File: src/hdl/crc_checked_command_slave_defines.svh
// assertion macros shared by the command target modules
// no dependencies; empty bodies when SYNTHESIS is defined
`ifndef CRC_CHECKED_COMMAND_SLAVE_DEFINES_SVH
`define CRC_CHECKED_COMMAND_SLAVE_DEFINES_SVH
`ifndef SYNTHESIS
`define CCS_ASSERT(label, clk, rstn, prop) \
    label: assert property (@(posedge clk) disable iff (!rstn) prop) \
        else $error("ccs assertion failed");
`define CCS_ASSERT_NEXT(label, clk, rstn, ante, cons) \
    label: assert property (@(posedge clk) disable iff (!rstn) (ante) |=> (cons)) \
        else $error("ccs assertion failed");
`else
`define CCS_ASSERT(label, clk, rstn, prop)
`define CCS_ASSERT_NEXT(label, clk, rstn, ante, cons)
`endif
`endif

File: src/hdl/ccs_pkg.sv
// types, command codes and crc helper for the crc-checked command target
// no dependencies
package ccs_pkg;

    typedef enum logic [1:0] {
        KIND_ADDR = 2'd0,
        KIND_RX   = 2'd1,
        KIND_RD   = 2'd2,
        KIND_MEAS = 2'd3
    } kind_t;

    typedef struct packed {
        kind_t       kind;
        logic [7:0]  rx_byte;
        logic [3:0]  meas_index;
        logic [15:0] meas_value;
    } item_t;

    typedef struct packed {
        logic [7:0] tx_byte;
        logic       tx_valid;
        logic [5:0] pin_states;
        logic [7:0] fan_duty;
        logic [7:0] led_red;
        logic [7:0] led_green;
        logic [7:0] led_blue;
        logic [7:0] backlight_target;
        logic       led_changed;
        logic       buzzer_click;
        logic [7:0] error_count;
    } result_t;

    // write commands
    localparam logic [7:0] CMD_BACKLIGHT = 8'h87;
    localparam logic [7:0] CMD_RELAY1    = 8'h8D;
    localparam logic [7:0] CMD_RELAY2    = 8'h8E;
    localparam logic [7:0] CMD_RELAY3    = 8'h8F;
    localparam logic [7:0] CMD_D13       = 8'h90;
    localparam logic [7:0] CMD_HWB       = 8'h91;
    localparam logic [7:0] CMD_BUZZER    = 8'h92;
    localparam logic [7:0] CMD_FAN       = 8'h93;
    localparam logic [7:0] CMD_RED       = 8'h94;
    localparam logic [7:0] CMD_GREEN     = 8'h95;
    localparam logic [7:0] CMD_BLUE      = 8'h96;

    // read commands
    localparam logic [7:0] CMD_RD_ANA_LAST = 8'h06;
    localparam logic [7:0] CMD_RD_BL       = 8'h07;
    localparam logic [7:0] CMD_RD_RPM      = 8'h08;
    localparam logic [7:0] CMD_RD_RAM      = 8'h0B;
    localparam logic [7:0] CMD_RD_RGB      = 8'h0C;
    localparam logic [7:0] CMD_RD_PIN1     = 8'h0D;
    localparam logic [7:0] CMD_RD_PIN6     = 8'h12;
    localparam logic [7:0] CMD_RD_FAN      = 8'h13;
    localparam logic [7:0] CMD_RD_AC       = 8'h14;

    localparam logic [3:0] SLOT_BL = 4'd7;
    localparam logic [3:0] SLOT_AC = 4'd12;

    localparam logic [7:0] NO_POS        = 8'hFF;
    localparam logic [7:0] VAL_ON        = 8'hFF;
    localparam logic [7:0] VAL_CLICK_REQ = 8'h01;
    localparam logic [7:0] VAL_CLICK     = 8'h02;
    localparam logic [7:0] BYTE_NONE     = 8'hFF;
    localparam logic [7:0] ERR_MAX       = 8'hFF;
    localparam logic [7:0] CRC_POLY      = 8'h07;
    localparam logic [7:0] FAN_RESET     = 8'd210;
    localparam logic [7:0] BL_RESET      = 8'd31;
    localparam logic [2:0] PIN_BUZZER    = 3'd5;

    // crc-8, msb first, no final xor
    function automatic logic [7:0] crc_step(input logic [7:0] crc, input logic [7:0] data);
        logic [7:0] c;
        c = crc ^ data;
        for (int i = 0; i < 8; i++) begin
            c = c[7] ? ({c[6:0], 1'b0} ^ CRC_POLY) : {c[6:0], 1'b0};
        end
        return c;
    endfunction

    // command reads a 16-bit measurement
    function automatic logic meas_slot_ok(input logic [7:0] cmd);
        return (cmd <= CMD_RD_ANA_LAST) || (cmd >= CMD_RD_RPM && cmd <= CMD_RD_RAM)
            || (cmd == CMD_RD_AC);
    endfunction

    function automatic logic [3:0] meas_slot(input logic [7:0] cmd);
        return (cmd == CMD_RD_AC) ? SLOT_AC : cmd[3:0];
    endfunction

endpackage

File: src/hdl/crc_checked_command_slave.sv
// top level of the crc-checked command target
// depends on ccs_pkg, ccs_meas_ram, ccs_cmd_engine and the defines header
`include "crc_checked_command_slave_defines.svh"
// Byte-level target side of a CRC-8 (poly 0x07) guarded command bus. Each input
// item is one bus event (address match, byte received, byte requested or a
// measurement update) and yields exactly one result item carrying the reply
// byte and the current pin, fan, LED, backlight and error state. The block
// takes one item per clock while the result output is not stalled by m_ready:
// an item is registered on acceptance while the measurement store is read (or,
// for an update, written) at the same edge, and the command engine consumes it
// together with the registered read data and loads the output register, which
// drives m_valid; an item waits in the pipe stage while the output is held.
// The single read port of the measurement store is used once per item. The
// store needs no clearing pass: per-entry valid bits make unwritten slots read
// as zero straight after reset. s_ready stays high while the pipe stage is
// empty or the output register is empty or being drained.
module crc_checked_command_slave #(
    parameter int MEAS_SLOTS = 16
) (
    input  logic        aclk,
    input  logic        aresetn,
    // input items
    input  logic        s_valid,
    output logic        s_ready,
    input  logic [1:0]  s_kind,
    input  logic [7:0]  s_rx_byte,
    input  logic [3:0]  s_meas_index,
    input  logic [15:0] s_meas_value,
    // result items
    output logic        m_valid,
    input  logic        m_ready,
    output logic [7:0]  m_tx_byte,
    output logic        m_tx_valid,
    output logic [5:0]  m_pin_states,
    output logic [7:0]  m_fan_duty,
    output logic [7:0]  m_led_red,
    output logic [7:0]  m_led_green,
    output logic [7:0]  m_led_blue,
    output logic [7:0]  m_backlight_target,
    output logic        m_led_changed,
    output logic        m_buzzer_click,
    output logic [7:0]  m_error_count
);

    localparam int AW = $clog2(MEAS_SLOTS);

    ccs_pkg::item_t   s_item;
    ccs_pkg::item_t   p1_item_reg;
    logic             p1_valid_reg, p1_valid_next;
    logic             accept;
    logic             eng_take;
    logic             wr_en;
    logic [AW-1:0]    rd_addr;
    logic [15:0]      rd_data;
    ccs_pkg::result_t res;

    // gather the input fields
    assign s_item.kind       = ccs_pkg::kind_t'(s_kind);
    assign s_item.rx_byte    = s_rx_byte;
    assign s_item.meas_index = s_meas_index;
    assign s_item.meas_value = s_meas_value;

    // pipe stage free when empty or when the engine takes its item this cycle
    assign s_ready = !p1_valid_reg || eng_take;
    assign accept  = s_valid && s_ready;

    // updates to slots beyond the store are dropped
    assign wr_en = accept && (s_item.kind == ccs_pkg::KIND_MEAS)
                   && ((AW + 1)'(s_meas_index) < (AW + 1)'(MEAS_SLOTS));

    // speculative read: backlight slot for a read request, else the slot the
    // byte would select if it turns out to be a command byte
    assign rd_addr = (s_item.kind == ccs_pkg::KIND_RD) ? AW'(ccs_pkg::SLOT_BL)
                                                       : AW'(ccs_pkg::meas_slot(s_rx_byte));

    ccs_meas_ram #(
        .DEPTH (MEAS_SLOTS),
        .AW    (AW)
    ) u_meas_ram (
        .aclk    (aclk),
        .aresetn (aresetn),
        .wr_en   (wr_en),
        .wr_addr (AW'(s_meas_index)),
        .wr_data (s_meas_value),
        .rd_en   (accept),
        .rd_addr (rd_addr),
        .rd_data (rd_data)
    );

    always_comb begin
        if (accept) begin
            p1_valid_next = 1'b1;
        end else if (eng_take) begin
            p1_valid_next = 1'b0;
        end else begin
            p1_valid_next = p1_valid_reg;
        end
    end

    always_ff @(posedge aclk) begin
        if (!aresetn) begin
            p1_valid_reg <= 1'b0;
        end else begin
            p1_valid_reg <= p1_valid_next;
        end
    end

    // item payload travels beside the registered store read
    always_ff @(posedge aclk) begin
        if (accept) begin
            p1_item_reg <= s_item;
        end
    end

    ccs_cmd_engine u_cmd_engine (
        .aclk      (aclk),
        .aresetn   (aresetn),
        .in_valid  (p1_valid_reg),
        .in_item   (p1_item_reg),
        .rd_data   (rd_data),
        .in_take   (eng_take),
        .out_valid (m_valid),
        .out_ready (m_ready),
        .out_res   (res)
    );

    assign m_tx_byte          = res.tx_byte;
    assign m_tx_valid         = res.tx_valid;
    assign m_pin_states       = res.pin_states;
    assign m_fan_duty         = res.fan_duty;
    assign m_led_red          = res.led_red;
    assign m_led_green        = res.led_green;
    assign m_led_blue         = res.led_blue;
    assign m_backlight_target = res.backlight_target;
    assign m_led_changed      = res.led_changed;
    assign m_buzzer_click     = res.buzzer_click;
    assign m_error_count      = res.error_count;

    // an accepted item always lands in the pipe stage
    `CCS_ASSERT_NEXT(a_accept_lands, aclk, aresetn, accept, p1_valid_reg)
    // an empty pipe stage always takes an item
    `CCS_ASSERT(a_ready_when_empty, aclk, aresetn, !p1_valid_reg |-> s_ready)
    // a waiting item is held unchanged
    `CCS_ASSERT_NEXT(a_stall_holds, aclk, aresetn, p1_valid_reg && !eng_take, p1_valid_reg && $stable(p1_item_reg))

endmodule

File: src/hdl/ccs_meas_ram.sv
// measurement store: single write port, one registered read port
// entries read as zero until first written; uses no package
module ccs_meas_ram #(
    parameter int DEPTH = 16,
    parameter int AW    = $clog2(DEPTH)
) (
    input  logic          aclk,
    input  logic          aresetn,
    input  logic          wr_en,
    input  logic [AW-1:0] wr_addr,
    input  logic [15:0]   wr_data,
    input  logic          rd_en,
    input  logic [AW-1:0] rd_addr,
    output logic [15:0]   rd_data
);

    logic [15:0]      mem [DEPTH];
    logic [DEPTH-1:0] vld_reg;
    logic [15:0]      rd_mem_reg;
    logic             rd_vld_reg;

    always_ff @(posedge aclk) begin
        if (wr_en) begin
            mem[wr_addr] <= wr_data;
        end
        if (rd_en) begin
            rd_mem_reg <= mem[rd_addr];
        end
    end

    always_ff @(posedge aclk) begin
        if (!aresetn) begin
            vld_reg    <= '0;
            rd_vld_reg <= 1'b0;
        end else begin
            if (wr_en) begin
                vld_reg[wr_addr] <= 1'b1;
            end
            if (rd_en) begin
                rd_vld_reg <= vld_reg[rd_addr];
            end
        end
    end

    assign rd_data = rd_vld_reg ? rd_mem_reg : 16'h0000;

endmodule

File: src/hdl/ccs_cmd_engine.sv
// command decoder, crc check, control registers and result register
// depends on ccs_pkg and crc_checked_command_slave_defines.svh
`include "crc_checked_command_slave_defines.svh"
module ccs_cmd_engine (
    input  logic             aclk,
    input  logic             aresetn,
    input  logic             in_valid,
    input  ccs_pkg::item_t   in_item,
    input  logic [15:0]      rd_data,
    output logic             in_take,
    output logic             out_valid,
    input  logic             out_ready,
    output ccs_pkg::result_t out_res
);

    logic [7:0]  cmd_reg,   cmd_next;
    logic [7:0]  pos_reg,   pos_next;
    logic [7:0]  crc_reg,   crc_next;
    logic [7:0]  vh_reg,    vh_next;
    logic [15:0] latch_reg, latch_next;
    logic [5:0]  pin_reg,   pin_next;
    logic [7:0]  fan_reg,   fan_next;
    logic [7:0]  red_reg,   red_next;
    logic [7:0]  green_reg, green_next;
    logic [7:0]  blue_reg,  blue_next;
    logic [7:0]  bl_reg,    bl_next;
    logic [7:0]  err_reg,   err_next;
    logic        valid_reg, valid_next;
    ccs_pkg::result_t res_reg, res_next;
    logic        cmd_start;

    assign in_take   = in_valid && (!valid_reg || out_ready);
    assign cmd_start = (in_item.kind == ccs_pkg::KIND_RX) && (pos_reg == ccs_pkg::NO_POS);

    always_comb begin
        logic       err_inc;
        logic       known;
        logic [1:0] last;
        logic [7:0] d;
        logic [7:0] tx;
        logic       led_chg;
        logic       click;

        err_inc    = 1'b0;
        known      = 1'b0;
        last       = 2'd0;
        d          = 8'h00;
        tx         = 8'h00;
        led_chg    = 1'b0;
        click      = 1'b0;
        cmd_next   = cmd_reg;
        pos_next   = pos_reg;
        crc_next   = crc_reg;
        vh_next    = vh_reg;
        latch_next = latch_reg;
        pin_next   = pin_reg;
        fan_next   = fan_reg;
        red_next   = red_reg;
        green_next = green_reg;
        blue_next  = blue_reg;
        bl_next    = bl_reg;
        err_next   = err_reg;

        if (in_take) begin
            unique case (in_item.kind)
                ccs_pkg::KIND_ADDR: begin
                    pos_next = ccs_pkg::NO_POS;
                end
                ccs_pkg::KIND_RX: begin
                    if (cmd_start) begin
                        cmd_next = in_item.rx_byte;
                        crc_next = ccs_pkg::crc_step(8'h00, in_item.rx_byte);
                        pos_next = 8'h00;
                        err_next = 8'h00;
                        if (ccs_pkg::meas_slot_ok(in_item.rx_byte)) begin
                            latch_next = rd_data;
                        end
                    end else begin
                        if (pos_reg == 8'h00) begin
                            vh_next  = in_item.rx_byte;
                            crc_next = ccs_pkg::crc_step(crc_reg, in_item.rx_byte);
                        end else if (pos_reg == 8'h01 && in_item.rx_byte == crc_reg) begin
                            // crc good: commit held value
                            unique case (cmd_reg) inside
                                ccs_pkg::CMD_BACKLIGHT: bl_next = vh_reg;
                                [ccs_pkg::CMD_RELAY1:ccs_pkg::CMD_HWB]: begin
                                    pin_next[3'(cmd_reg - ccs_pkg::CMD_RELAY1)] =
                                        (vh_reg == ccs_pkg::VAL_ON);
                                end
                                ccs_pkg::CMD_BUZZER: begin
                                    if (vh_reg == ccs_pkg::VAL_ON) begin
                                        pin_next[ccs_pkg::PIN_BUZZER] = 1'b1;
                                    end else if (vh_reg == ccs_pkg::VAL_CLICK_REQ) begin
                                        pin_next[ccs_pkg::PIN_BUZZER] = 1'b1;
                                        vh_next = ccs_pkg::VAL_CLICK;
                                    end else begin
                                        pin_next[ccs_pkg::PIN_BUZZER] = 1'b0;
                                        vh_next = 8'h00;
                                    end
                                end
                                ccs_pkg::CMD_FAN: fan_next = vh_reg;
                                ccs_pkg::CMD_RED: begin
                                    red_next = vh_reg;
                                    led_chg  = 1'b1;
                                end
                                ccs_pkg::CMD_GREEN: begin
                                    green_next = vh_reg;
                                    led_chg    = 1'b1;
                                end
                                ccs_pkg::CMD_BLUE: begin
                                    blue_next = vh_reg;
                                    led_chg   = 1'b1;
                                end
                                default: err_inc = 1'b1;
                            endcase
                        end else begin
                            err_inc = 1'b1;
                        end
                        pos_next = pos_reg + 8'h01;
                    end
                    if (cmd_next == ccs_pkg::CMD_BUZZER && vh_next == ccs_pkg::VAL_CLICK) begin
                        click = 1'b1;
                        pin_next[ccs_pkg::PIN_BUZZER] = 1'b0;
                    end
                end
                ccs_pkg::KIND_RD: begin
                    if ((cmd_reg >= ccs_pkg::CMD_RELAY1 && cmd_reg <= ccs_pkg::CMD_BLUE)
                        || cmd_reg == ccs_pkg::CMD_BACKLIGHT) begin
                        // write command read back: crc, then poisoned
                        tx       = crc_reg;
                        crc_next = 8'hFF;
                    end else begin
                        known = 1'b1;
                        if (ccs_pkg::meas_slot_ok(cmd_reg)) begin
                            last = 2'd2;
                            d    = (pos_reg == 8'h00) ? latch_reg[7:0] : latch_reg[15:8];
                        end else if (cmd_reg == ccs_pkg::CMD_RD_RGB) begin
                            last = 2'd3;
                            case (pos_reg)
                                8'h00:   d = red_reg;
                                8'h01:   d = green_reg;
                                8'h02:   d = blue_reg;
                                default: d = 8'h00;
                            endcase
                        end else if (cmd_reg == ccs_pkg::CMD_RD_BL) begin
                            last = 2'd1;
                            d    = rd_data[7:0];
                        end else if (cmd_reg >= ccs_pkg::CMD_RD_PIN1
                                     && cmd_reg <= ccs_pkg::CMD_RD_PIN6) begin
                            last = 2'd1;
                            d    = pin_reg[3'(cmd_reg - ccs_pkg::CMD_RD_PIN1)] ? 8'hFF : 8'h00;
                        end else if (cmd_reg == ccs_pkg::CMD_RD_FAN) begin
                            last = 2'd1;
                            d    = fan_reg;
                        end else begin
                            known = 1'b0;
                        end
                        if (!known) begin
                            tx = ccs_pkg::BYTE_NONE;
                        end else if (pos_reg < {6'd0, last}) begin
                            crc_next = ccs_pkg::crc_step(crc_reg, d);
                            tx       = d;
                        end else if (pos_reg == {6'd0, last}) begin
                            tx = crc_reg;
                        end else begin
                            // overrun
                            err_inc = 1'b1;
                            tx      = ccs_pkg::BYTE_NONE;
                        end
                    end
                    pos_next = pos_reg + 8'h01;
                end
                ccs_pkg::KIND_MEAS: begin
                    // store write happens at acceptance
                end
                default: begin
                end
            endcase
            if (err_inc && err_reg != ccs_pkg::ERR_MAX) begin
                err_next = err_reg + 8'h01;
            end
        end

        res_next.tx_byte          = tx;
        res_next.tx_valid         = (in_item.kind == ccs_pkg::KIND_RD);
        res_next.pin_states       = pin_next;
        res_next.fan_duty         = fan_next;
        res_next.led_red          = red_next;
        res_next.led_green        = green_next;
        res_next.led_blue         = blue_next;
        res_next.backlight_target = bl_next;
        res_next.led_changed      = led_chg;
        res_next.buzzer_click     = click;
        res_next.error_count      = err_next;

        if (in_take) begin
            valid_next = 1'b1;
        end else if (out_ready) begin
            valid_next = 1'b0;
        end else begin
            valid_next = valid_reg;
        end
    end

    always_ff @(posedge aclk) begin
        if (!aresetn) begin
            cmd_reg   <= 8'hFF;
            pos_reg   <= ccs_pkg::NO_POS;
            crc_reg   <= 8'h00;
            vh_reg    <= 8'h00;
            latch_reg <= 16'h0000;
            pin_reg   <= 6'd0;
            fan_reg   <= ccs_pkg::FAN_RESET;
            red_reg   <= 8'h00;
            green_reg <= 8'h00;
            blue_reg  <= 8'h00;
            bl_reg    <= ccs_pkg::BL_RESET;
            err_reg   <= 8'h00;
            valid_reg <= 1'b0;
        end else begin
            cmd_reg   <= cmd_next;
            pos_reg   <= pos_next;
            crc_reg   <= crc_next;
            vh_reg    <= vh_next;
            latch_reg <= latch_next;
            pin_reg   <= pin_next;
            fan_reg   <= fan_next;
            red_reg   <= red_next;
            green_reg <= green_next;
            blue_reg  <= blue_next;
            bl_reg    <= bl_next;
            err_reg   <= err_next;
            valid_reg <= valid_next;
        end
    end

    always_ff @(posedge aclk) begin
        if (in_take) begin
            res_reg <= res_next;
        end
    end

    assign out_valid = valid_reg;
    assign out_res   = res_reg;

    `CCS_ASSERT_NEXT(a_err_no_drop, aclk, aresetn, !(in_take && cmd_start), err_reg >= $past(err_reg))
    `CCS_ASSERT_NEXT(a_click_is_buzzer, aclk, aresetn, in_take && res_next.buzzer_click, cmd_reg == ccs_pkg::CMD_BUZZER)
    `CCS_ASSERT_NEXT(a_tx_valid_kind, aclk, aresetn, in_take, res_reg.tx_valid == ($past(in_item.kind) == ccs_pkg::KIND_RD))

endmodule
File: config.mk
export PLATFORM = sky130hd
export DESIGN_NAME = crc_checked_command_slave
export DESIGN_NICKNAME = d
export VERILOG_FILES = /design/src/hdl/ccs_pkg.sv /design/src/hdl/crc_checked_command_slave.sv /design/src/hdl/ccs_meas_ram.sv /design/src/hdl/ccs_cmd_engine.sv
export VERILOG_INCLUDE_DIRS = /design/src /design/src/hdl
export SDC_FILE = /design/constraint.sdc
export NUM_CORES = 1
export LEC_CHECK = 0
export BUFFER_PORTS_ARGS = -buffer_cell sky130_fd_sc_hd__buf_2
export CORE_MARGIN = 3
export CORE_UTILIZATION = 25
export CTS_BUF_LIST = sky130_fd_sc_hd__clkbuf_8
export DETAILED_ROUTE_END_ITERATION = 6
export PLACE_DENSITY = 0.36
export SLEW_MARGIN = 20
export SYNTH_ARGS = -nofsm -noshare
export SYNTH_HDL_FRONTEND = slang
export SYNTH_SLANG_ARGS = --single-unit
File: constraint.sdc
create_clock -name aclk -period 9.8 [get_ports aclk]
set_input_delay 0.49 -clock aclk [delete_from_list [all_inputs] [get_ports aclk]]
set_output_delay 0.49 -clock aclk [all_outputs]
set_load 0.02 [all_outputs]
Word level (Yosys, flattened, before mapping):

Memory sizes are Yosys's and may differ from the RTL's. A register that Yosys moved wholly into a read port is not among the register bits.
Cells that the tools add are included.
W data, S select, Z words.

* logic and storage cells: 294
* memory bits (writable): 256
* flip-flop bits (word level): 196
* output and inout bits: 67
* memories kept: 1
* bits of input ports: 34

* eq/ne operators: 29
* bitwise operators: 29
* add/sub/neg operators: 4
* mux-type cells: 148
* reduce and logical (&&, ||, !) cells: 36
* order comparisons: 18

Memories
* u_meas_ram.mem: depth 16, bits a word 16, rd ports 1, clocked after Yosys merged registers in 1, wr ports 1, RTL line ccs_meas_ram.sv:17 `logic [15:0] mem [DEPTH];`

Operators by type and width (number)
* $mux W8: 64
* $eq A8 B8 Y1 const B: 9
* $mux W3: 24
* $not A3 Y3: 24
* $pmux W8 S3: 2
* $mux W1: 33
* $eq A8 B5 Y1 const B: 4
* $mux W6: 5
* $ge A8 B4 Y1 const B: 3
* $add A8 B1 Y8 const B: 2
* $eq A8 B1 Y1 const B: 2
* $eq A8 B2 Y1 const B: 2
* $le A8 B3 Y1 const B: 2
* $le A8 B4 Y1 const B: 2
* $le A8 B8 Y1 const B: 2
* $mux W16: 1
* $mux W2: 8
* $or A16 B16 Y16: 1
* $pmux W8 S2: 1
* $xor A8 B8 Y8: 2
* $logic_and A1 B1 Y1: 14
* $lt A4 B5 Y1 const B: 2
* $eq A8 B2 Y1: 1
* $eq A8 B3 Y1 const B: 1
* other kinds (35): 53

Longest topological paths before layout:

Gate-level depths: netlist of the first run.

* depth in word-level cells: 32
* depth in mapped cells: 18
* gate-level depth less buffers: 16

Hierarchy:

Synthesis of the first run repeated with hierarchy kept, for this count alone.

* cell total of the unflattened synthesis: 1447
* area total of the unflattened synthesis: 20868.8 um^2

Modules (own cells, without submodules)
* ccs_meas_ram: area an instance 10964.3 um^2, cells an instance 464, instances 1, seq. area each 8508.2 um^2
* ccs_cmd_engine: area an instance 8897.3 um^2, cells an instance 940, instances 1, seq. area each 4013.8 um^2
* crc_checked_command_slave: area an instance 1007.2 um^2, cells an instance 43, instances 1, seq. area each 920.9 um^2

Worst setup path before layout of the first run:

OpenSTA, ideal clock, no wires.

* kind: register to register
* start: reg u_cmd_engine.cmd_reg[0]
* end: reg u_cmd_engine.crc_reg[5]
* data required time: 9.709 ns
* cell stages (with the launch flop): 17
* slack: 5.875 ns
* library setup time: 0.091 ns
* period minus slack after synthesis: 3.925 ns
* arrival: 3.834 ns
* buffers on the path: 3
* path through: dfxtp_1 buf_6 inv_1 ha_1 and3_2 o21ai_2 clkbuf_1 inv_1 a21oi_1 ha_1 nor2b_1 nor3_2 nand2_1 a2111oi_2 clkbuf_1 o21ai_0 a311oi_1

* cells in the longest elaborated chain, start to end: 21
* elaborated cells on any way between the ends: 60
* classes of those cells: add/sub: 1; order compare: 8; eq/ne: 7; mux: 34; bitwise: 3; reduce/logical: 7

RTL lines
* start: declaration: RTL line ccs_cmd_engine.sv:16 `logic [7:0] cmd_reg, cmd_next;`
* start signal: assignment: RTL line ccs_cmd_engine.sv:221 `cmd_reg <= cmd_next;`
* $sub A3 B3 Y3: RTL line ccs_cmd_engine.sv:151 `d = pin_reg[3'(cmd_reg - ccs_pkg::CMD_RD_PIN1)] ? 8'hFF : 8'h00;`
* $bmux W1 S3: RTL line ccs_cmd_engine.sv:151
* $mux W1 (implied by the code): RTL line ccs_cmd_engine.sv:151
* $mux W8: RTL line ccs_cmd_engine.sv:151
* $mux W8: RTL line ccs_cmd_engine.sv:148 `end else if (cmd_reg >= ccs_pkg::CMD_RD_PIN1`
* $mux W8: RTL line ccs_cmd_engine.sv:145 `end else if (cmd_reg == ccs_pkg::CMD_RD_BL) begin`
* $mux W8: RTL line ccs_cmd_engine.sv:137 `end else if (cmd_reg == ccs_pkg::CMD_RD_RGB) begin`
* $mux W8: RTL line ccs_cmd_engine.sv:134 `if (ccs_pkg::meas_slot_ok(cmd_reg)) begin`
* [5 not listed]
* $not A3 Y3 (no source line)
* $mux W3: RTL line ccs_pkg.sv:76 `c = c[7] ? ({c[6:0], 1'b0} ^ CRC_POLY) : {c[6:0], 1'b0};`
* $not A3 Y3 (no source line)
* $mux W3: RTL line ccs_pkg.sv:76
* $mux W8: RTL line ccs_cmd_engine.sv:160 `end else if (pos_reg < {6'd0, last}) begin`
* $mux W8: RTL line ccs_cmd_engine.sv:158 `if (!known) begin`
* $mux W8: RTL line ccs_cmd_engine.sv:127 `if ((cmd_reg >= ccs_pkg::CMD_RELAY1 && cmd_reg <= ccs_pkg::CMD_BLUE)`
* $pmux W8 S2: RTL line ccs_cmd_engine.sv:65 `unique case (in_item.kind)`
* end signal: assignment: RTL line ccs_cmd_engine.sv:223 `crc_reg <= crc_next;`
* end: declaration: RTL line ccs_cmd_engine.sv:18 `logic [7:0] crc_reg, crc_next;`

Parallel ways exist; a longest one is shown, timed or not. The select of a mux whose other input is x is not followed.
A chain may end at the register's enable or synchronous reset.

Worst setup path after layout of the first run:

* start: reg u_cmd_engine.cmd_reg[0]
* end: reg u_cmd_engine.crc_reg[2]

* cells in the longest elaborated chain, start to end: 21
* elaborated cells on any way between the ends: 64
* classes of those cells: add/sub: 1; order compare: 8; eq/ne: 7; mux: 36; bitwise: 5; reduce/logical: 7

RTL lines (RTL line)
* $sub A3 B3 Y3: ccs_cmd_engine.sv:151
* $bmux W1 S3: ccs_cmd_engine.sv:151
* $mux W1 (implied by the code): ccs_cmd_engine.sv:151
* $mux W8: ccs_cmd_engine.sv:151
* $mux W8: ccs_cmd_engine.sv:148
* $mux W8: ccs_cmd_engine.sv:145
* $mux W8: ccs_cmd_engine.sv:137
* $mux W8: ccs_cmd_engine.sv:134
* [5 not listed]
* $not A3 Y3 (no source line) / $mux W3 (equally long branches)
* $mux W3 / $not A3 Y3 (equally long branches)
* $not A3 Y3 (no source line) / $mux W3 (equally long branches)
* $mux W3: ccs_pkg.sv:76
* $mux W8: ccs_cmd_engine.sv:160
* $mux W8: ccs_cmd_engine.sv:158
* $mux W8: ccs_cmd_engine.sv:127
* $pmux W8 S2: ccs_cmd_engine.sv:65

Parallel ways exist; a longest one is shown, timed or not. The select of a mux whose other input is x is not followed.

==> metrics.md, run 1 <==
| Metric | Value |
|---|---|
| Final setup fails | 0 |
| Max Slew Vio Count | 0 |
| DRT Wirelength | 62.17 mm |
| CTS tree | yes |
| Post-synthesis instance area | 20200 um^2 |
| Sw Ratio | 0.2515 |
| Status | finished, final reports clean |
| Clk slew on worst S/H paths | 60 ps |
| Max Fclk | 0.2189 GHz |
| Post-synth EDFFs | 347 |
| # DRC | 0 |
| Die Span X | approximately 290 um |
| Final antenna-violating net count | 0 |
| Max FFs per register | 256 |
| Startpoint Class | register |
| IO buf count | 100 |
| Synth unique cells | 84 |
| CP max FO | 19 |
| Root Buffer | clkbuf_8 |
| Dominant synthesized flop cell | edfxtp_1 |
| Worst IR Drop VDD | 89.60 uV |
| Clock power frac | 0.422 |
| Min Tclk post-route | 4568 ps |
| Crit share post-route | 0.4661 |
| Core Area | 79520 um^2 |
| Fraction of registers with async set or reset after synthesis | 0 |
| Synth warn | 0 |
| Starting density of the core | 0.2540 |
| Final Hold Viols | 0 |
| Worst-Skew Late Latency | 680 ps |
| Internal | 3.232 mW |
| Initial DRC count | 873 |
| Vias/cell | approximately 4.7 |
| Die area | approximately 84000 um^2 |
| Critical Path End | u_cmd_engine.crc_reg[2] |
| Initial antenna violation count | 6 |
| Largest net degree at the start of global routing | 66 |
| Power Dens Cells | 183.0 nW/um^2 |
| H-tree Lvls | 3 |
| Cts bufs inserted | 87 |
| Arr. time, crit path | 5080 ps |
| Static leakage | 8.053 nW |
| Site Rows | between 100 and 150 |
| Vias in the first global route | around 13000 |
| CTS resizes | 0 |
| RSZ-0062 raised after global routing | no |
| Kind of critical path | reg2reg |
| R2r startpoint | u_cmd_engine.cmd_reg[0] |
| Post-Syn Nets | 1672 |
| CTS sink cnt | around 470 |
| CTS max path bufs | 3 |
| Drt wl/cell | 21.80 um |
| GRT Residual Overflow | 0 |
| Sequential area share after synthesis | 0.6359 |
| Power consumption | 4.318 mW |
| Most frequent cells in the layout | edfxtp_1, nand2_1, dfxtp_1, nor2_1, clkbuf_8 |
| Max Cap Violations | 0 |
| Synthesis-to-finish area growth | 16.83% |
| Clock skew | 54.67 ps |
| Biggest register | u_meas_ram.mem |
| Setup WS post-layout | 5232 ps |
| Mapped Cells | 1610 |
| Die Y | 290.2 um |
| Fin nets | 1788 |
| First-pass DRT Iterations | 5 |
| Setup_tns | 0 ps |
| IO Pins | 101 |
| Sequential Power Share | 0.507 |
| Critical Path Sink Type | register |
| Slew at the pin closest to its max-slew limit | around 1100 ps |
| Crit. Startpoint | u_cmd_engine.cmd_reg[0] |
| Vias | roughly 13000 |
| Mean Syn Cell Area | 12.54 um^2 |
| Critical Path RT | 10310 ps |
| Slew HR | 0.2592 |
| #FFs+latches synth | 468 |
| Switching power total | 1.086 mW |
| Worst hold path class | in2reg |
| Reg2reg path depth | 16 |
| Routability cong. | 0.8487 |
| Combinational fraction of design power | 0.070 |
| Filler Cells Inserted | 8122 |
| Detail Placement HPWL | 39.02 mm |
| Share of layout cells above drive strength 1 | 0.1991 |
| Most common cell after layout, fill and taps aside | edfxtp_1 |
| Post-layout util | 0.2968 |
| R2R Path End | u_cmd_engine.crc_reg[2] |
| Tot GR Track Use | 0.1439 |
| Place WS | 5271 ps |
| First-pass GRT wire length | 91.18 mm |
| R2R setup slack | 5230 ps |
-- routing by layer --
| metal | vias to the layer above | wire, um | track usage | share of wire |
|---|---|---|---|---|
| met3 | 117 | 2960 | 0.03034 | 0.048 |
| met5 | - | 13 | 0 | 0.00021 |
| li1 | 6325 | - | - | - |
| met2 | 361 | 28560 | 0.2270 | 0.46 |
| met4 | 2 | 1968 | 0.05151 | 0.032 |
| met1 | 6644 | 28660 | 0.1954 | 0.46 |
-- layout make-up --
type / count / area [um^2] / share of cell area
inverter: 25 / 93.84 / 0.003977
antenna: 4 / 10.01 / 0.0004242
sequential: 468 / 12840 / 0.5442
tap: 1050 / 1314 / 0.05568
clock inverter: 60 / 305.3 / 0.01294
multi-input combinational: 1019 / 6938 / 0.2940
timing repair buffer: 125 / 703.2 / 0.02980
clock buffer: 101 / 1390 / 0.05891
-- synth_stat cells, drive strengths merged, types with 8 or more instances --
| master | instances | area, um^2 |
|---|---|---|
| nand3 | 71 | 360.3 |
| a31oi | 16 | 100.1 |
| o22ai | 18 | 112.6 |
| and2 | 57 | 359.1 |
| edfxtp | 347 | 10420 |
| a222oi | 8 | 80.08 |
| nor3 | 17 | 90.09 |
| o21ai | 86 | 434.2 |
| inv | 25 | 93.84 |
| or2 | 11 | 68.82 |
| nand4 | 8 | 50.05 |
| dfxtp | 121 | 2422 |
| nor2 | 117 | 439.2 |
| mux2i | 40 | 400.4 |
| and3 | 8 | 56.31 |
| mux2 | 45 | 506.7 |
| a21oi | 98 | 490.5 |
| nand2 | 139 | 521.8 |
| o221ai | 46 | 402.9 |
| a311oi | 13 | 113.9 |
| ha | 28 | 350.3 |
| buf | 8 | 45.04 |
| o211ai | 18 | 135.1 |
| nand2b | 25 | 156.4 |
| mux4 | 18 | 405.4 |
| xor2 | 17 | 148.9 |
| clkbuf | 89 | 379.1 |
| xnor2 | 31 | 271.5 |
-- worst min-delay path by stage --
stage	end	slack, ps	cells after the start	start
after floorplan	u_meas_ram.vld_reg[14]	430	2	u_meas_ram.vld_reg[14]
after global placement	u_meas_ram.vld_reg[11]	450	2	u_meas_ram.vld_reg[11]
after detailed placement	u_meas_ram.vld_reg[14]	460	2	u_meas_ram.vld_reg[14]
after CTS	p1_item_reg[29]	20	1	s_kind[1]
after global routing	p1_item_reg[25]	40	1	s_rx_byte[5]
final	p1_item_reg[25]	90	1	s_rx_byte[5]
-- power by group through the flow --
| stage | logic [mW] | registers, mW | clock network [mW] |
|---|---|---|---|
| after floorplan | 0.179 | 2.23 | 0 |
| after global placement | 0.310 | 2.23 | 0 |
| after detailed placement | 0.310 | 2.23 | 0 |
| after CTS | 0.312 | 2.19 | 1.90 |
| after global routing | 0.337 | 2.19 | 1.99 |
| final | 0.304 | 2.19 | 1.82 |
-- per-stage QoR --
step                cell area (um^2)  instances  hold slack, ps
finish                         23600       2852           91.52
global route                   23590       2850           41.34
CTS                            23570       2847           17.94
global placement               21850       2684           445.9
detailed placement             21850       2684           458.3
floorplan                      20200       1610           434.8
-- cell families (layout without fill, tap and decap cells) --
| group | Yosys count | after routing | share of synthesized area |
|---|---|---|---|
| compound gates | 344 | 344 | 0.1115 |
| other cells | 0 | 4 | 0 |
| buf+inv | 123 | 311 | 0.02726 |
| mux | 103 | 103 | 0.06499 |
| simple gates | 495 | 495 | 0.1211 |
| flops | 468 | 468 | 0.6359 |
| xor+xnor | 49 | 49 | 0.02193 |
| fa+ha+maj | 28 | 28 | 0.01735 |
-- what timing repair did --
action                                 in CTS  in global routing
setup buffers                               0                  0
hold buffers                                2                  0
endpoints found under the hold margin       2                  0
-- critical path, cell delays in order (launching register included) --
cell and delay [ps]:
dfxtp_1 590, inv_1 160, ha_1 290, and3_2 240
o21ai_2 640, inv_1 130, a21oi_1 150, ha_1 270
nor2b_1 150, nor3_2 430, nand2_1 210, a2111oi_2 320
buf_4 270, and2_1 230, nand2_1 70, nor3_1 170
nor4_1 80
(Power assumes the default switching activity.)
==> run 2: changes to the inputs <==
PLACE_DENSITY = 0.38   (was 0.36)
clock period = 3.7 ns   (was 9.8 ns; I/O delays follow)
==> metrics.md, run 2 (same netlist as run 1, synthesis figures left out) <==
| Metric | Value |
|---|---|
| Crit share post-route | 0.9478 (was 0.4661) |
| Cts bufs inserted | 87 (unchanged) |
| CP max FO | 8 (was 19) |
| Arr. time, crit path | 4060 ps (was 5080 ps) |
| IO buf count | 100 (unchanged) |
| Internal | 8.595 mW (was 3.232 mW) |
| Worst hold path class | in2reg (unchanged) |
| Sequential Power Share | 0.502 (was 0.507) |
| # DRC | 0 (unchanged) |
| Kind of critical path | reg2reg (unchanged) |
| Initial DRC count | 868 (was 873) |
| Startpoint Class | register (unchanged) |
| Power Dens Cells | 475.6 nW/um^2 (was 183.0 nW/um^2) |
| Share of layout cells above drive strength 1 | 0.2199 (was 0.1991) |
| Slew HR | 0.4019 (was 0.2592) |
| Worst-Skew Late Latency | 710 ps (was 680 ps) |
| Clock power frac | 0.423 (was 0.422) |
| Fin cells | 2925 (was 2852) |
| Die Y | 290.2 um (unchanged) |
| Biggest register | u_meas_ram.mem (unchanged) |
| Power consumption | 11.52 mW (was 4.318 mW) |
| H-tree Lvls | 3 (unchanged) |
| Final setup fails | 0 (unchanged) |
| Initial antenna violation count | 3 (was 6) |
| Max Slew Vio Count | 0 (unchanged) |
| Most common cell after layout, fill and taps aside | edfxtp_1 (unchanged) |
| Vias in the first global route | 13820 (was 13480) |
| Worst IR Drop VDD | 244.0 uV (was 89.60 uV) |
| Post-layout util | 0.3047 (was 0.2968) |
| Tot GR Track Use | 0.1400 (was 0.1439) |
| Max Fclk | 0.2852 GHz (was 0.2189 GHz) |
| Placed cells | 2736 (was 2684) |
| Core Area | 79520 um^2 (unchanged) |
| Hold slack | 82.82 ps (was 91.52 ps) |
| First-pass GRT wire length | 89.87 mm (was 91.18 mm) |
| Min Tclk post-route | 3507 ps (was 4568 ps) |
| Combinational fraction of design power | 0.075 (was 0.070) |
| Critical Path Sink Type | register (unchanged) |
| Starting density of the core | 0.2540 (unchanged) |
| Slew at the pin closest to its max-slew limit | 897.2 ps (was 1101 ps) |
| GRT Residual Overflow | 0 (unchanged) |
| R2R setup slack | 190 ps (was 5230 ps) |
| First-pass DRT Iterations | 5 (unchanged) |
| Critical Path RT | 4250 ps (was 10310 ps) |
| Routability cong. | 0.8405 (was 0.8487) |
| Clk slew on worst S/H paths | 60 ps (about the same) |
| Final antenna-violating net count | 0 (unchanged) |
| Detail Placement HPWL | 39.26 mm (was 39.02 mm) |
| CTS sink cnt | 468 (unchanged) |
| Setup_tns | 0 ps (unchanged) |
| Max Cap Violations | 0 (unchanged) |
| Filler Cells Inserted | 8069 (was 8122) |
| Die Span X | 290.2 um (unchanged) |
| Static leakage | 8.375 nW (was 8.053 nW) |
| RSZ-0062 raised after global routing | no (unchanged) |
| Vias/cell | 4.697 (was 4.716) |
| CTS max path bufs | 3 (unchanged) |
| Status | finished, final reports clean (unchanged) |
| Synthesis-to-finish area growth | 19.97% (was 16.83%) |
| Sw Ratio | 0.2542 (was 0.2515) |
| Die area | 84230 um^2 (unchanged) |
| Most frequent cells in the layout | edfxtp_1, nand2_1, dfxtp_1, nor2_1, buf_2 (was edfxtp_1, nand2_1, dfxtp_1, nor2_1, clkbuf_8) |
| Site Rows | 103 (unchanged) |
| Clock skew | 55.54 ps (was 54.67 ps) |
| Largest net degree at the start of global routing | 66 (unchanged) |
| Max FFs per register | 256 (unchanged) |
| Vias | 13740 (was 13450) |
| CTS tree | yes (unchanged) |
| DRT Wirelength | 59.95 mm (was 62.17 mm) |
| Final Hold Viols | 0 (unchanged) |
| Fin nets | 1865 (was 1788) |
| IO Pins | 101 (unchanged) |
| Drt wl/cell | 20.50 um (was 21.80 um) |
| Switching power total | 2.929 mW (was 1.086 mW) |
| Root Buffer | clkbuf_8 (unchanged) |
[run 2: repair_timing]
item                       in CTS  in global routing
hold buffers                   27                  0
gates resized for setup         0                  8
buffers inserted                0                  1
setup endpoints to repair       0                  2
hold endpoints to repair      266                  0
[run 2: worst max-delay path, stage by stage, from the launching register on]
cell and delay (ps):
dfxtp_2 380, inv_1 130, ha_2 410, mux4_2 320, nand2_1 100, a22oi_2 130, o311a_1 410, or3_4 360
a211oi_2 310, o21ai_0 200, and3_4 220, o211a_1 200, nor4_1 200
[run 2: per-layer routing]
metal / up-vias / part of all wire / GRT usage
li1: 6474 / - / -
met1: 6805 / 0.45 / 0.1858
met2: 356 / 0.47 / 0.2286
met3: 104 / 0.047 / 0.02636
met4: 0 / 0.029 / 0.04918
met5: - / 0 / 0
[run 2: path summary, 6_finish.rpt]
| path | depth (start not counted) | to | from |
|---|---|---|---|
| hold reg to reg | 2 | u_cmd_engine.latch_reg[3] | u_cmd_engine.latch_reg[3] |
| setup reg to reg | 12 | u_cmd_engine.crc_reg[2] | u_cmd_engine.cmd_reg[1] |
| setup / recovery | 12 | u_cmd_engine.crc_reg[2] | u_cmd_engine.cmd_reg[1] |
| hold / removal | 1 | p1_item_reg[21] | s_rx_byte[1] |
[run 2: final cells by class]
| type | count | area (um^2) | share of cell area |
|---|---|---|---|
| flip-flops and latches | 468 | 12840 | 0.5301 |
| multi-input cells | 1019 | 6907 | 0.2851 |
| well taps | 1050 | 1314 | 0.05422 |
| clock inverters | 64 | 382.9 | 0.01580 |
| inverters | 25 | 93.84 | 0.003873 |
| repair buffers | 202 | 1365 | 0.05634 |
| diodes | 1 | 2.502 | 0.0001033 |
| clock buffers | 96 | 1321 | 0.05453 |
[run 2: power by group through the flow]
stage	clock network, mW	registers [mW]	logic, mW
after global placement	0	5.90	0.848
after detailed placement	0	5.90	0.849
final	4.88	5.79	0.859
after CTS	5.09	5.79	0.877
after global routing	5.35	5.79	0.949
after floorplan	0	5.91	0.477
[run 2: metrics by stage]
step | setup WS (ps) | area, um^2
after floorplan | 15.14 | 20210
after global placement | 150.0 | 22220
after detailed placement | 173.5 | 22220
after CTS | 113.1 | 24200
after global routing | 54.65 | 24230
final | 193.2 | 24230
==> run 3: changes to the inputs <==
PLACE_DENSITY = 0.36   (was 0.38)
clock period = 4.39 ns   (was 3.7 ns; I/O delays follow)
==> metrics.md, run 3 (same netlist as run 1, synthesis figures left out) <==
| Metric | Value |
|---|---|
| Largest net degree at the start of global routing | 66 (unchanged) |
| Share of layout cells above drive strength 1 | 0.2068 (was 0.2199) |
| Initial antenna violation count | 1 (was 3) |
| CTS tree | yes (unchanged) |
| First-pass DRT Iterations | 5 (unchanged) |
| GRT Residual Overflow | 0 (unchanged) |
| Slew HR | 0.3678 (was 0.4019) |
| Worst IR Drop VDD | 199.1 uV (was 244.0 uV) |
| Routability cong. | 0.8994 (was 0.8405) |
| Clock skew | 39.32 ps (was 55.54 ps) |
| R2R setup slack | 530 ps (was 190 ps) |
| Setup_tns | 0 ps (unchanged) |
| IO Pins | 101 (unchanged) |
| DRT Wirelength | 61.74 mm (was 59.95 mm) |
| Max Fclk | 0.2591 GHz (was 0.2852 GHz) |
| GRT Max-Usage Layer | met2 (unchanged) |
| Synthesis-to-finish area growth | 18.90% (was 19.97%) |
| Final setup fails | 0 (unchanged) |
| Die Span X | 290.2 um (unchanged) |
| Max Cap Violations | 0 (unchanged) |
| Arr. time, crit path | 4400 ps (was 4060 ps) |
| # DRC | 0 (unchanged) |
| Post-CTS setup buffers | 0 (unchanged) |
| Die area | 84230 um^2 (unchanged) |
| Fin cells | 2914 (was 2925) |
| CTS max path bufs | 3 (unchanged) |
| Vias | 13680 (was 13740) |
| Tot GR Track Use | 0.1435 (was 0.1400) |
| Worst hold path class | in2reg (unchanged) |
| Post-DP Area | 22060 um^2 (was 22220 um^2) |
| Initial DRC count | 889 (was 868) |
| Switching power total | 2.450 mW (was 2.929 mW) |
| Final antenna-violating net count | 0 (unchanged) |
| Status | finished, final reports clean (unchanged) |
| Hold slack | 113.2 ps (was 82.82 ps) |
| Worst-Skew Late Latency | 660 ps (was 710 ps) |
| Core Area | 79520 um^2 (unchanged) |
| Clk slew on worst S/H paths | 60 ps (about the same) |
| Placed cells | 2718 (was 2736) |
| Critical Path Sink Type | register (unchanged) |
| Met2 GRT Util | 0.2303 (was 0.2286) |
| Power Dens Cells | 400.4 nW/um^2 (was 475.6 nW/um^2) |
| Detail Placement HPWL | 39.99 mm (was 39.26 mm) |
| CTS sink cnt | 468 (unchanged) |
| Internal | 7.165 mW (was 8.595 mW) |
| CP max FO | 8 (unchanged) |
| Static leakage | 8.283 nW (was 8.375 nW) |
| H-tree Lvls | 3 (unchanged) |
| Met3 Use GR | 0.02652 (was 0.02636) |
| First-pass GRT wire length | 91.54 mm (was 89.87 mm) |
| Vias/cell | 4.694 (was 4.697) |
| IO buf count | 100 (unchanged) |
| Critical Path RT | 4930 ps (was 4250 ps) |
| Min Tclk post-route | 3860 ps (was 3507 ps) |
| Startpoint Class | register (unchanged) |
| Biggest register | u_meas_ram.mem (unchanged) |
| Filler Cells Inserted | 8141 (was 8069) |
| Max Slew Vio Count | 0 (unchanged) |
| Combinational fraction of design power | 0.074 (was 0.075) |
| RSZ-0062 raised after global routing | no (unchanged) |
| Final Hold Viols | 0 (unchanged) |
| Vias in the first global route | 13730 (was 13820) |
| Slew at the pin closest to its max-slew limit | 948.3 ps (was 897.2 ps) |
| Most common cell after layout, fill and taps aside | edfxtp_1 (unchanged) |
| Clock power frac | 0.419 (was 0.423) |
| Sequential Power Share | 0.507 (was 0.502) |
| Root Buffer | clkbuf_8 (unchanged) |
| Site Rows | 103 (unchanged) |
| Kind of critical path | reg2reg (unchanged) |
| Starting density of the core | 0.2540 (unchanged) |
| Sw Ratio | 0.2548 (was 0.2542) |
| Most frequent cells in the layout | edfxtp_1, nand2_1, dfxtp_1, nor2_1, buf_2 (unchanged) |
| Max FFs per register | 256 (unchanged) |
| Die Y | 290.2 um (unchanged) |
| Met1 Usage GRT | 0.1937 (was 0.1858) |
| Cts bufs inserted | 89 (was 87) |
| Fin nets | 1848 (was 1865) |
| Crit share post-route | 0.8793 (was 0.9478) |
| Fin area | 24010 um^2 (was 24230 um^2) |
| Drt wl/cell | 21.19 um (was 20.50 um) |
-- run 3: changes by cell type in the layout (fill, tap and decap cells not counted), moves of 4 or more --
cell,before,now
inv_1,50,56
buf_4,73,56
clkinv_1,21,26
clkbuf_8,96,92
-- run 3: power by group through the flow --
stage,registers [mW],clock network (mW),logic (mW)
finish,4.88,4.02,0.712
global route,4.89,4.42,0.786
CTS,4.88,4.23,0.732
detailed placement,4.97,0,0.709
global placement,4.97,0,0.708
floorplan,4.98,0,0.400
-- run 3: worst paths after layout --
path	from	end	depth (start not counted)
worst max register to register	u_cmd_engine.cmd_reg[0]	u_cmd_engine.err_reg[0]	17
worst min-delay path	s_rx_byte[0]	p1_item_reg[20]	1
worst min register to register	u_meas_ram.vld_reg[15]	u_meas_ram.vld_reg[15]	2
worst max-delay path	u_cmd_engine.cmd_reg[0]	u_cmd_engine.err_reg[0]	17
-- run 3: worst max-delay path, cell delays in order (launching register included) --
cell	delay, ps
dfxtp_1	330
inv_1	80
ha_1	230
or2b_2	310
o2111a_1	230
a31oi_1	320
nor2_1	90
ha_1	200
nor2b_1	130
nor3_2	50
buf_4	160
a21oi_1	190
nand3_1	100
o21ai_0	200
nand2_1	320
a21o_1	340
mux2_2	310
and2_1	150
-- run 3: repair_timing --
action / 4_1_cts / 5_1_grt
endpoints found under the hold margin: 266 / 0
hold buffers: 27 / 0
resized for setup: 0 / 0
-- run 3: area by class of cell --
class,count,area (um^2),area share
well taps,1050,1314,0.05471
clock inverters,75,409.1,0.01704
repair buffers,183,1206,0.05023
clock buffers,92,1266,0.05273
diodes,2,5.005,0.0002084
inverters,25,93.84,0.003908
flip-flops and latches,468,12840,0.5348
multi-input cells,1019,6878,0.2864
-- run 3: metrics by stage --
stage          power [mW]  utilization  worst slack (ps)
6_report            9.616       0.3020             530.1
5_1_grt             10.09       0.3020             266.8
4_1_cts             9.844       0.3019             510.3
3_5_place_dp        5.682       0.2775             535.0
3_3_place_gp        5.679       0.2775             569.0
2_1_floorplan       5.385            -             465.5
-- run 3: routing by layer --
| metal | part of all wire | vias to the layer above |
|---|---|---|
| li1 | - | 6438 |
| met1 | 0.46 | 6782 |
| met2 | 0.47 | 351 |
| met3 | 0.042 | 108 |
| met4 | 0.030 | 0 |
| met5 | 0 | - |
